--- src/ysd_pkg.sv ---
// Types, constants and the opcode classifier of the Y86 stream decoder.
package ysd_pkg;

  localparam int PROGRAM_BYTES = 4096;
  localparam int ADDR_W        = $clog2(PROGRAM_BYTES);
  localparam int START_W       = 12;
  localparam int QUEUE_DEPTH   = 2;
  localparam int QPTR_W        = (QUEUE_DEPTH > 1) ? $clog2(QUEUE_DEPTH) : 1;
  localparam int QCNT_W        = $clog2(QUEUE_DEPTH + 1);

  localparam logic [7:0] OP_HALT   = 8'h00;
  localparam logic [7:0] OP_NOP    = 8'h10;
  localparam logic [7:0] OP_RRMOVL = 8'h20;
  localparam logic [7:0] OP_CMOVG  = 8'h26;
  localparam logic [7:0] OP_IRMOVL = 8'h30;
  localparam logic [7:0] OP_RMMOVL = 8'h40;
  localparam logic [7:0] OP_MRMOVL = 8'h50;
  localparam logic [7:0] OP_ADDL   = 8'h60;
  localparam logic [7:0] OP_XORL   = 8'h63;
  localparam logic [7:0] OP_JMP    = 8'h70;
  localparam logic [7:0] OP_JG     = 8'h76;
  localparam logic [7:0] OP_CALL   = 8'h80;
  localparam logic [7:0] OP_RET    = 8'h90;
  localparam logic [7:0] OP_PUSHL  = 8'hA0;
  localparam logic [7:0] OP_POPL   = 8'hB0;

  typedef enum logic [2:0] {
    FORM_NONE,
    FORM_RR,
    FORM_RA,
    FORM_RB_IMM,
    FORM_RR_IMM,
    FORM_IMM
  } ysd_form_t;

  typedef struct packed {
    logic [2:0] len;   // 0 for an unknown opcode
    ysd_form_t  form;
  } ysd_class_t;

  // One collected instruction, as handed from front to back.
  typedef struct packed {
    logic [START_W-1:0] start;
    logic [7:0]         opcode;
    logic [7:0]         reg_byte;
    logic [31:0]        imm;
    logic               truncated;
  } ysd_entry_t;

  typedef struct packed {
    logic       valid;
    ysd_entry_t entry;
  } ysd_push_t;

  typedef struct packed {
    logic empty;
    logic full;
  } ysd_qstat_t;

  function automatic ysd_class_t classify(input logic [7:0] op);
    ysd_class_t c;
    c.len  = 3'd0;
    c.form = FORM_NONE;
    case (op) inside
      OP_HALT, OP_NOP, OP_RET: begin
        c.len = 3'd1;
      end
      [OP_RRMOVL:OP_CMOVG], [OP_ADDL:OP_XORL]: begin
        c.len  = 3'd2;
        c.form = FORM_RR;
      end
      OP_PUSHL, OP_POPL: begin
        c.len  = 3'd2;
        c.form = FORM_RA;
      end
      OP_IRMOVL: begin
        c.len  = 3'd6;
        c.form = FORM_RB_IMM;
      end
      OP_RMMOVL, OP_MRMOVL: begin
        c.len  = 3'd6;
        c.form = FORM_RR_IMM;
      end
      [OP_JMP:OP_JG], OP_CALL: begin
        c.len  = 3'd5;
        c.form = FORM_IMM;
      end
      default: begin
        c.len  = 3'd0;
        c.form = FORM_NONE;
      end
    endcase
    return c;
  endfunction

endpackage

--- src/y86_instruction_stream_decoder.sv ---
// Top level of the Y86 instruction stream decoder.
// Takes one program byte per beat and emits one beat per instruction on the
// byte that completes it (or on the last program byte, flagged truncated).
// The front end decodes each byte combinationally and registers the instruction
// state it updates, so a byte is accepted each cycle while the two-entry queue
// has room. A result is written into the queue when its last byte is accepted, and
// is registered into the output once the output is free. Unknown opcode bytes are dropped.
module y86_instruction_stream_decoder (
  input  logic        clk,
  input  logic        rst,
  input  logic        s_tvalid,
  output logic        s_tready,
  input  logic [7:0]  s_tdata,   // data_byte
  input  logic        s_tlast,   // end_of_program
  output logic        m_tvalid,
  input  logic        m_tready,
  output logic [71:0] m_tdata,   // start_address[11:0], opcode[19:12],
                                 // operand_form[22:20], reg_a[26:23], reg_b[30:27],
                                 // immediate[62:31], length[65:63], zero fill
  output logic        m_tuser    // truncated
);
  import ysd_pkg::*;

  ysd_push_t  push;
  ysd_qstat_t qstat;
  ysd_entry_t head;
  logic       pop;

  ysd_front u_front (
    .clk      (clk),
    .rst      (rst),
    .s_tvalid (s_tvalid),
    .s_tready (s_tready),
    .s_tdata  (s_tdata),
    .s_tlast  (s_tlast),
    .qstat    (qstat),
    .push     (push)
  );

  ysd_queue u_queue (
    .clk  (clk),
    .rst  (rst),
    .push (push),
    .pop  (pop),
    .head (head),
    .stat (qstat)
  );

  ysd_back u_back (
    .clk      (clk),
    .rst      (rst),
    .head     (head),
    .qstat    (qstat),
    .pop      (pop),
    .m_tvalid (m_tvalid),
    .m_tready (m_tready),
    .m_tdata  (m_tdata),
    .m_tuser  (m_tuser)
  );

endmodule

--- src/ysd_queue.sv ---
// Short register queue between the decoder's front and back.
module ysd_queue (
  input  logic                clk,
  input  logic                rst,
  input  ysd_pkg::ysd_push_t  push,
  input  logic                pop,
  output ysd_pkg::ysd_entry_t head,
  output ysd_pkg::ysd_qstat_t stat
);
  import ysd_pkg::*;

  ysd_entry_t        slots [QUEUE_DEPTH];
  logic [QPTR_W-1:0] wr_ptr;
  logic [QPTR_W-1:0] rd_ptr;
  logic [QCNT_W-1:0] count;
  logic              do_push;
  logic              do_pop;

  assign do_push    = push.valid && (count != QCNT_W'(QUEUE_DEPTH));
  assign do_pop     = pop && (count != '0);
  assign head       = slots[rd_ptr];
  assign stat.empty = (count == '0);
  assign stat.full  = (count == QCNT_W'(QUEUE_DEPTH));

  always_ff @(posedge clk) begin
    if (rst) begin
      wr_ptr <= '0;
      rd_ptr <= '0;
      count  <= '0;
    end else begin
      if (do_push) begin
        wr_ptr <= (wr_ptr == QPTR_W'(QUEUE_DEPTH - 1)) ? '0 : wr_ptr + 1'b1;
      end
      if (do_pop) begin
        rd_ptr <= (rd_ptr == QPTR_W'(QUEUE_DEPTH - 1)) ? '0 : rd_ptr + 1'b1;
      end
      if (do_push && !do_pop) begin
        count <= count + 1'b1;
      end else if (do_pop && !do_push) begin
        count <= count - 1'b1;
      end
    end
  end

  always_ff @(posedge clk) begin
    if (do_push) begin
      slots[wr_ptr] <= push.entry;
    end
  end

endmodule

--- src/ysd_front.sv ---
// Front end: takes program bytes, tracks instruction boundaries, collects fields.
module ysd_front (
  input  logic               clk,
  input  logic               rst,
  input  logic               s_tvalid,
  output logic               s_tready,
  input  logic [7:0]         s_tdata,   // data_byte
  input  logic               s_tlast,   // end_of_program
  input  ysd_pkg::ysd_qstat_t qstat,
  output ysd_pkg::ysd_push_t  push
);
  import ysd_pkg::*;

  logic [2:0]         byte_position;
  logic [7:0]         held_opcode;
  logic [7:0]         held_register_byte;
  logic [31:0]        immediate_accumulator;
  logic [ADDR_W-1:0]  byte_address;
  logic [ADDR_W-1:0]  instruction_start;

  logic [2:0]         byte_position_next;
  logic [7:0]         held_opcode_next;
  logic [7:0]         held_register_byte_next;
  logic [31:0]        immediate_accumulator_next;
  logic [ADDR_W-1:0]  instruction_start_next;

  ysd_class_t         cls_held;
  ysd_class_t         cls_byte;
  ysd_class_t         cls_next;
  logic [2:0]         imm_idx;
  logic               accept;
  logic               emit;

  assign s_tready = !qstat.full;
  assign accept   = s_tvalid && s_tready;

  always_comb begin
    held_opcode_next           = held_opcode;
    held_register_byte_next    = held_register_byte;
    immediate_accumulator_next = immediate_accumulator;
    instruction_start_next     = instruction_start;
    byte_position_next         = byte_position;
    cls_held                   = classify(held_opcode);
    cls_byte                   = classify(s_tdata);
    imm_idx                    = '0;
    if (byte_position == 3'd0) begin
      // unknown opcode bytes leave everything as is
      if (cls_byte.len != 3'd0) begin
        held_opcode_next           = s_tdata;
        held_register_byte_next    = '0;
        immediate_accumulator_next = '0;
        instruction_start_next     = byte_address;
        byte_position_next         = 3'd1;
      end
    end else begin
      if (cls_held.form != FORM_IMM && byte_position == 3'd1) begin
        held_register_byte_next = s_tdata;
      end else begin
        imm_idx = byte_position - ((cls_held.form != FORM_IMM) ? 3'd2 : 3'd1);
        immediate_accumulator_next = immediate_accumulator
                                     | ({24'b0, s_tdata} << {imm_idx[1:0], 3'b000});
      end
      byte_position_next = byte_position + 3'd1;
    end
    cls_next = classify(held_opcode_next);
    emit = (byte_position_next != 3'd0)
           && ((byte_position_next >= cls_next.len) || s_tlast);
  end

  always_comb begin
    push.valid           = accept && emit;
    push.entry.start     = START_W'(instruction_start_next);
    push.entry.opcode    = held_opcode_next;
    push.entry.reg_byte  = held_register_byte_next;
    push.entry.imm       = immediate_accumulator_next;
    push.entry.truncated = (byte_position_next < cls_next.len);
  end

  always_ff @(posedge clk) begin
    if (rst) begin
      byte_position <= '0;
      byte_address  <= '0;
    end else if (accept) begin
      byte_position <= (emit || s_tlast) ? 3'd0 : byte_position_next;
      if (s_tlast || byte_address == ADDR_W'(PROGRAM_BYTES - 1)) begin
        byte_address <= '0;
      end else begin
        byte_address <= byte_address + 1'b1;
      end
    end
  end

  always_ff @(posedge clk) begin
    if (accept) begin
      held_opcode           <= held_opcode_next;
      held_register_byte    <= held_register_byte_next;
      immediate_accumulator <= immediate_accumulator_next;
      instruction_start     <= instruction_start_next;
    end
  end

endmodule

--- src/ysd_back.sv ---
// Back end: formats a collected instruction into the output register.
module ysd_back (
  input  logic                clk,
  input  logic                rst,
  input  ysd_pkg::ysd_entry_t head,
  input  ysd_pkg::ysd_qstat_t qstat,
  output logic                pop,
  output logic                m_tvalid,
  input  logic                m_tready,
  output logic [71:0]         m_tdata,   // start_address, opcode, operand_form, reg_a,
                                         // reg_b, immediate, length, zero fill
  output logic                m_tuser    // truncated
);
  import ysd_pkg::*;

  ysd_class_t  cls;
  logic [3:0]  reg_a;
  logic [3:0]  reg_b;
  logic [31:0] imm;

  assign pop = !qstat.empty && (!m_tvalid || m_tready);

  always_comb begin
    cls   = classify(head.opcode);
    reg_a = (cls.form == FORM_RR || cls.form == FORM_RA || cls.form == FORM_RR_IMM)
            ? head.reg_byte[7:4] : 4'd0;
    reg_b = (cls.form == FORM_RR || cls.form == FORM_RB_IMM || cls.form == FORM_RR_IMM)
            ? head.reg_byte[3:0] : 4'd0;
    imm   = (cls.form == FORM_RB_IMM || cls.form == FORM_RR_IMM || cls.form == FORM_IMM)
            ? head.imm : 32'd0;
  end

  always_ff @(posedge clk) begin
    if (rst) begin
      m_tvalid <= 1'b0;
    end else if (pop) begin
      m_tvalid <= 1'b1;
    end else if (m_tready) begin
      m_tvalid <= 1'b0;
    end
  end

  always_ff @(posedge clk) begin
    if (pop) begin
      m_tdata <= {6'b0, cls.len, imm, reg_b, reg_a, cls.form, head.opcode, head.start};
      m_tuser <= head.truncated;
    end
  end

endmodule

--- config.mk ---
export PLATFORM = sky130hd
export DESIGN_NAME = y86_instruction_stream_decoder
export DESIGN_NICKNAME = d
export VERILOG_FILES = /design/src/ysd_pkg.sv /design/src/y86_instruction_stream_decoder.sv /design/src/ysd_queue.sv /design/src/ysd_front.sv /design/src/ysd_back.sv
export SDC_FILE = /design/constraint.sdc
export NUM_CORES = 1
export LEC_CHECK = 0
export BUFFER_PORTS_ARGS = -buffer_cell sky130_fd_sc_hd__buf_2
export CORE_ASPECT_RATIO = 1.2
export CORE_MARGIN = 8
export CORE_UTILIZATION = 35
export CTS_BUF_LIST = sky130_fd_sc_hd__clkbuf_4
export CTS_CLUSTER_SIZE = 16
export DETAILED_ROUTE_END_ITERATION = 10
export MAX_ROUTING_LAYER = met4
export SETUP_SLACK_MARGIN = 0.2
export SLEW_MARGIN = 20
export SYNTH_ARGS = -nofsm -noshare
export SYNTH_HDL_FRONTEND = slang
export SYNTH_SLANG_ARGS = --single-unit
--- constraint.sdc ---
create_clock -name clk -period 10.5 [get_ports clk]
set_input_delay 3.15 -clock clk [delete_from_list [all_inputs] [get_ports clk]]
set_output_delay 3.15 -clock clk [all_outputs]
set_load 0.05 [all_outputs]
# After elaboration in Yosys (flattened, before gate mapping)
# Memory sizes are Yosys's and may differ from the RTL's. A register that Yosys moved wholly into a read port is not among the register bits.
# Cells that the tools add are included.
[totals]
ff_bits = 147
ram_bits = 122
n_memories = 1
[classes]
n_addsub = 7
order_cmp = 26
n_eq_ne = 42
shift = 1
mux = 53
bitwise_logic = 1
reduce_logical = 68
[memory_table]
columns = ["name", "words", "width", "read_ports", "rd_clocked_by_memory_dff", "write_ports", "line_no", "source"]
rows = [
  ["u_queue.slots", 2, 61, 1, 1, 1, "ysd_queue.sv:12", "ysd_entry_t slots [QUEUE_DEPTH];"],
]
[ops]
columns = ["op", "count"]
rows = [
  ["equality test 8 bit, second input constant", 16],
  ["two-way mux 32 bit", 3],
  ["two-way mux 3 bit", 29],
  ["equality test 8 x 7 -> 1 bit, second input constant", 8],
  [">= comparator 8 x 7 -> 1 bit, second input constant", 8],
  ["<= comparator 8 x 7 -> 1 bit, second input constant", 8],
  ["two-way mux 8 bit", 5],
  ["two-way mux 12 bit", 3],
  ["equality test 8 x 5 -> 1 bit, second input constant", 4],
  ["equality test 8 x 6 -> 1 bit, second input constant", 4],
  [">= comparator 8 x 6 -> 1 bit, second input constant", 4],
  ["<= comparator 8 x 6 -> 1 bit, second input constant", 4],
  ["logical NOT 8 bit", 4],
  ["OR 32 bit", 1],
  ["OR reduction 2 bit", 16],
  ["<< shifter 8 x 5 -> 32 bit", 1],
  ["logical AND 1 bit", 21],
  ["adder 12 x 1 -> 12 bit, second input constant", 1],
  ["equality test 12 bit, second input constant", 1],
  ["OR reduction 3 bit", 4],
  ["logical OR 1 bit", 10],
  ["two-way mux 2 bit", 5],
  ["two-way mux 1 bit", 8],
  ["OR reduction 7 bit", 1],
  ["other kinds (18)", 29],
]

# Depth between registers and ports, before layout
[depth]
depth_word = 30
ltp_mapped = 19
ltp_nobuf = 18

# Cells and area by module
# Synthesis repeated with hierarchy kept, for this count alone.
[hier_totals]
hier_cells = 685
hier_area_um2 = 11173.2
[modules_own_cells]
columns = ["module", "n_inst", "cells_per_inst", "area_each_um2", "seq_area_each_um2"]
rows = [
  ["ysd_queue", 1, 215, 4603.2, 3763.6],
  ["ysd_front", 1, 310, 3787.4, 2102.0],
  ["ysd_back", 1, 160, 2782.7, 2031.9],
]

# Worst setup path before layout
# Ideal clock, no wire load.
[synth_path]
path_kind = "input to register"
startpoint = "input s_tdata[6]"
endpoint = "memory u_queue.slots[0][0] (netlist bit) (enable)"
setup_time_ns = 0.487
arrival_time_ns = 8.074
t_required_ns = 10.013
setup_slack_ns = 1.939
path_stages = 14
path_buffers = 1
path_cell_list = "buf_6 nand2b_1 a31oi_1 nor2_1 a21oi_1 a21oi_1 a221o_1 a21oi_1 ha_1 a21o_1 a21oi_1 and2_1 a211oi_2 nor2b_1"
[synth_lines]
columns = ["element", "line_no", "source"]
rows = [
  ["start, declared", "y86_instruction_stream_decoder.sv:13", "input logic [7:0] s_tdata,"],
  ["end, declared", "ysd_queue.sv:12", ""],
]

# Final worst setup path
[layout_path]
startpoint = "input s_tdata[6]"
endpoint = "memory u_queue.slots[0][43] (netlist bit) (enable)"
[layout_via]
elab_chain_cells = 28
word_cells_on_any_way = 71
[layout_rtl]
columns = ["element", "line_no", "source"]
rows = [
  [">= comparator 8 x 7 -> 1 bit (implied by the code) or <= comparator 8 x 7 -> 1 bit (tied branches)", "ysd_front.sv:44", "cls_byte = classify(s_tdata);"],
  ["logical AND 1 bit (implied by the code)", "ysd_front.sv:44", ""],
  ["OR reduction 2 bit", "-", ""],
  ["two-way mux 3 bit (6 in series)", "ysd_pkg.sv:64", "case (op) inside"],
  ["nonzero test 3 bit", "ysd_front.sv:48", "if (cls_byte.len != 3'd0) begin"],
  ["two-way mux 8 bit", "ysd_front.sv:48", ""],
  ["two-way mux 8 bit", "ysd_front.sv:46", "if (byte_position == 3'd0) begin"],
  [">= comparator 8 x 7 -> 1 bit (implied by the code) or <= comparator 8 x 7 -> 1 bit (tied branches)", "ysd_front.sv:65", "cls_next = classify(held_opcode_next);"],
  ["[8 not listed]", "-", ""],
  [">= comparator 3 bit", "ysd_front.sv:67", "&& ((byte_position_next >= cls_next.len) || s_tlast);"],
  ["logical OR 1 bit", "ysd_front.sv:67", ""],
  ["logical AND 1 bit *", "ysd_front.sv:67", ""],
  ["logical AND 1 bit *", "ysd_front.sv:71", "push.valid = accept && emit;"],
  ["logical AND 1 bit *", "ysd_queue.sv:19", "assign do_push = push.valid && (count != QCNT_W'(QUEUE_DEPTH));"],
  ["net u_queue.do_push", "ysd_queue.sv:16", "logic do_push;"],
  ["two-way mux 1 bit *", "ysd_queue.sv:46", "if (do_push) begin"],
  ["two-way mux 1 bit (implied by the code) *", "ysd_queue.sv:47", "slots[wr_ptr] <= push.entry;"],
]
# The timed path passes the listed nets; every way through them passes the cells marked *.

==> flow_summary.ini <==
[outcome]
status = finished, final reports clean

[timing]
setup_tns_ns = 0
layout_min_cycle_time_ns = 7.14
fmax_mhz = 140
hold_viol = 0
setup_violations = 0
min_period_over_period_pct = 68.0
slew_violations = 0
tightest_slew_ns = 1.02
fin_skew_ns = 0.0429
slew_headroom_pct = 31.2
rsz0062_at_grt = false

[route]
wl_um = 21700
antenna_left = 0
drt_first_iter_violations = 282
remaining_drc_errors = 0
wl_per_cell_um = 17.1
avgViaCountPerCell = 4.80
num_vias = 6097
first_pass_iters = 7

[worst_setup_path]
rr_startpoint = u_front.byte_position[0]
required_ns = 10.77
critPathCapture = u_queue.slots[0][43]
start_kind = input port
reg2reg_depth = 15
end_kind = flop
r2r_end = u_queue.slots[0][43]
worst_ep_arrival_time_ns = 7.40
crit_start = s_tdata[6]
path_max_fanout = 60
r2r_slack_ns = 5.23
criticalPathCategory = in -> reg

[cts]
cts_setup_buffers = 0
cts_root_buf = clkbuf_4
cts_sinks = 270
hold_buffers = 0
htreeDepth = 3
cts_buffers = 69
insertion_delay_ns = 0.66
clkTransAtPathRegs_ns = 0.07
cts_buffer_depth = 3
ctsResizeCount = 0
cts_tree = built

[synth]
ys_ff_latch = 270
synth-edff-count = 249
syn_inst = 694
syn_avg_cell_area_um2 = 16.0
async_reset_ff_share_pct = 0
synth-seq-area-share_pct = 71.0
yosys_most_used_dff = edfxtp_1
yosysUniqueCellTypes = 64
syn-cell-area_um2 = 11100
ys_warn_count = 0

[global_route]
track_usage_pct = 12.0
overflow = 0
antenna_found_initial = 1
grt_pass1_vias = 6258
grt_max_degree = 71
grt_pass1_wl_um = 34200

[placement]
hpwl_um = 14000
routabilityCongestion = 0.830
port_buffers = 81

[pwr]
powerDensity_nw_per_um2 = 254
p_leak_nw = 4.51
ir_drop_mv = 0.116
p_total_mw = 3.24

[final_layout]
final_common_cell = edfxtp_1
mostFrequentLayoutCells = edfxtp_1, clkbuf_4, buf_2
finish.utilization_pct = 40.7
nets = 842
area_growth_pct = 14.6
layout-drive-gt1-share_pct = 31.6

[floorplanning]
num_io_pins = 88
die-area_um2 = 37800
fp.coreArea_um2 = 31400
die_w_um = 179
num_rows = 71
die_h_um = 211
start_util_pct = 35.5

[worst_hold_path]
hp-class = reg -> reg

[run]
drv_cap = 0
==> worst max-delay path, stage by stage <==
cell and delay (ns):
buf_2 0.24, nand2b_1 0.16, and4_1 0.21, o21bai_4 0.16, nand2_4 0.40, a31o_1 0.34
a221o_1 0.32, a21oi_1 0.16, ha_1 0.16, a21o_1 0.11, a21oi_1 0.09, and2_1 0.19
a211oi_2 0.34, nor2b_4 0.76, buf_4 0.53
==> state kept, by name, summed over array words and instances, names as in the netlist, named ones only <==
| name | flops |
|---|---|
| u_front.immediate_accumulator | 32 |
| u_queue.wr_ptr | 1 |
| u_front.byte_position | 3 |
| u_front.byte_address | 12 |
| u_back.m_tuser | 1 |
| u_front.held_opcode | 8 |
| u_back.m_tvalid | 1 |
| u_queue.rd_ptr | 1 |
| u_queue.count | 2 |
| u_front.held_register_byte | 8 |
| u_queue.slots | 122 |
| u_front.instruction_start | 12 |
| u_back.m_tdata | 66 |
==> report_power, final <==
group | switching, mW | internal [mW] | total (mW)
registers | 0.0754 | 1.43 | 1.50
clock network | 0.418 | 0.499 | 0.918
logic | 0.612 | 0.208 | 0.820
total | 1.11 | 2.13 | 3.24
==> metrics by stage <==
step	instance area (µm²)	setup slack (ns)	hold WS (ns)	std cells
after floorplan	11100	1.94	0.459	699
after global placement	11800	2.71	0.482	1150
after detailed placement	11800	2.63	0.491	1150
after CTS	12700	3.33	0.501	1270
after global routing	12800	3.02	0.544	1271
final	12800	3.36	0.496	1271
==> synth_stat cells, types with 2 or more instances <==
cell type    n  share of area (%)
nand2_1     25               0.84
nor4_1       2               0.11
o21ai_0      9               0.40
nand4_1      3               0.17
clkbuf_1     7               0.24
buf_6        4               0.40
inv_1       16               0.54
buf_4        8               0.54
and2_1       5               0.28
o21bai_1     2               0.13
mux2i_1     45                4.0
a22o_1      41                3.2
a21oi_1     21               0.94
edfxtp_1   249                 67
a31oi_1      7               0.39
ha_1         9                1.0
dfxtp_1     21                3.8
a21o_1       2               0.13
buf_1        2              0.067
a311oi_1     2               0.16
clkbuf_2     2              0.090
nor2b_1      4               0.22
buf_12       3               0.54
nor3_1       9               0.40
nor2_2       2               0.11
o21ai_1      2              0.090
nor2_4      31                3.1
nor2_1      46                1.6
mux2_2      34                3.4
xor2_1       6               0.47
or3_1        3               0.17
nand2b_1    10               0.56
buf_2       11               0.49
and3_1       8               0.45
nand3_1      4               0.18
and4_1       2               0.16
a211oi_1     2               0.13
xnor2_1      9               0.71
==> per-layer routing <==
metal / share of wire, % / global-route usage, % / vias up
met5: 0 / - / -
met4: 2.0 / 4.94 / 0
met3: 5.7 / 3.26 / 41
met2: 51 / 19.8 / 143
met1: 41 / 13.6 / 2986
li1: - / - / 2927
==> cell type report <==
| type | count | area [µm²] |
|---|---|---|
| Multi-Input combinational cell | 376 | 2940 |
| Clock buffer | 89 | 668 |
| Sequential cell | 270 | 7900 |
| Tap cell | 401 | 502 |
| Timing Repair Buffer | 87 | 450 |
| Inverter | 16 | 60.1 |
| Antenna cell | 1 | 2.50 |
| Clock inverter | 31 | 231 |
| Fill cell | 2910 | 18600 |
==> cells by family (layout without fill, tap and decap cells) <==
logic type / Yosys count / in the layout / share of synthesized area [%]
DFF: 270 / 270 / 71.0
xor gates and xnor gates: 15 / 15 / 1.18
and+or+nand+nor: 162 / 162 / 9.16
muxes: 81 / 81 / 7.83
buffers and inverters: 53 / 223 / 2.91
AOI/OAI and AO/OA: 103 / 103 / 6.90
adders and majority gates: 9 / 9 / 1.01
other: 1 / 7 / 0.0337
==> how the worst min path moves through the flow <==
stage | start | endpoint | slack, ns | cells after the start
after floorplan | u_front.byte_address[1] | u_front.byte_address[1] | 0.46 | 2
final | u_front.byte_address[1] | u_front.byte_address[1] | 0.50 | 2
after global placement | u_front.byte_address[1] | u_front.byte_address[1] | 0.48 | 2
after detailed placement | u_front.byte_address[1] | u_front.byte_address[1] | 0.49 | 2
after CTS | u_front.byte_address[1] | u_front.byte_address[1] | 0.50 | 2
after global routing | u_front.byte_address[1] | u_front.byte_address[1] | 0.54 | 2
No activity file was read; power rests on OpenSTA's default activity.
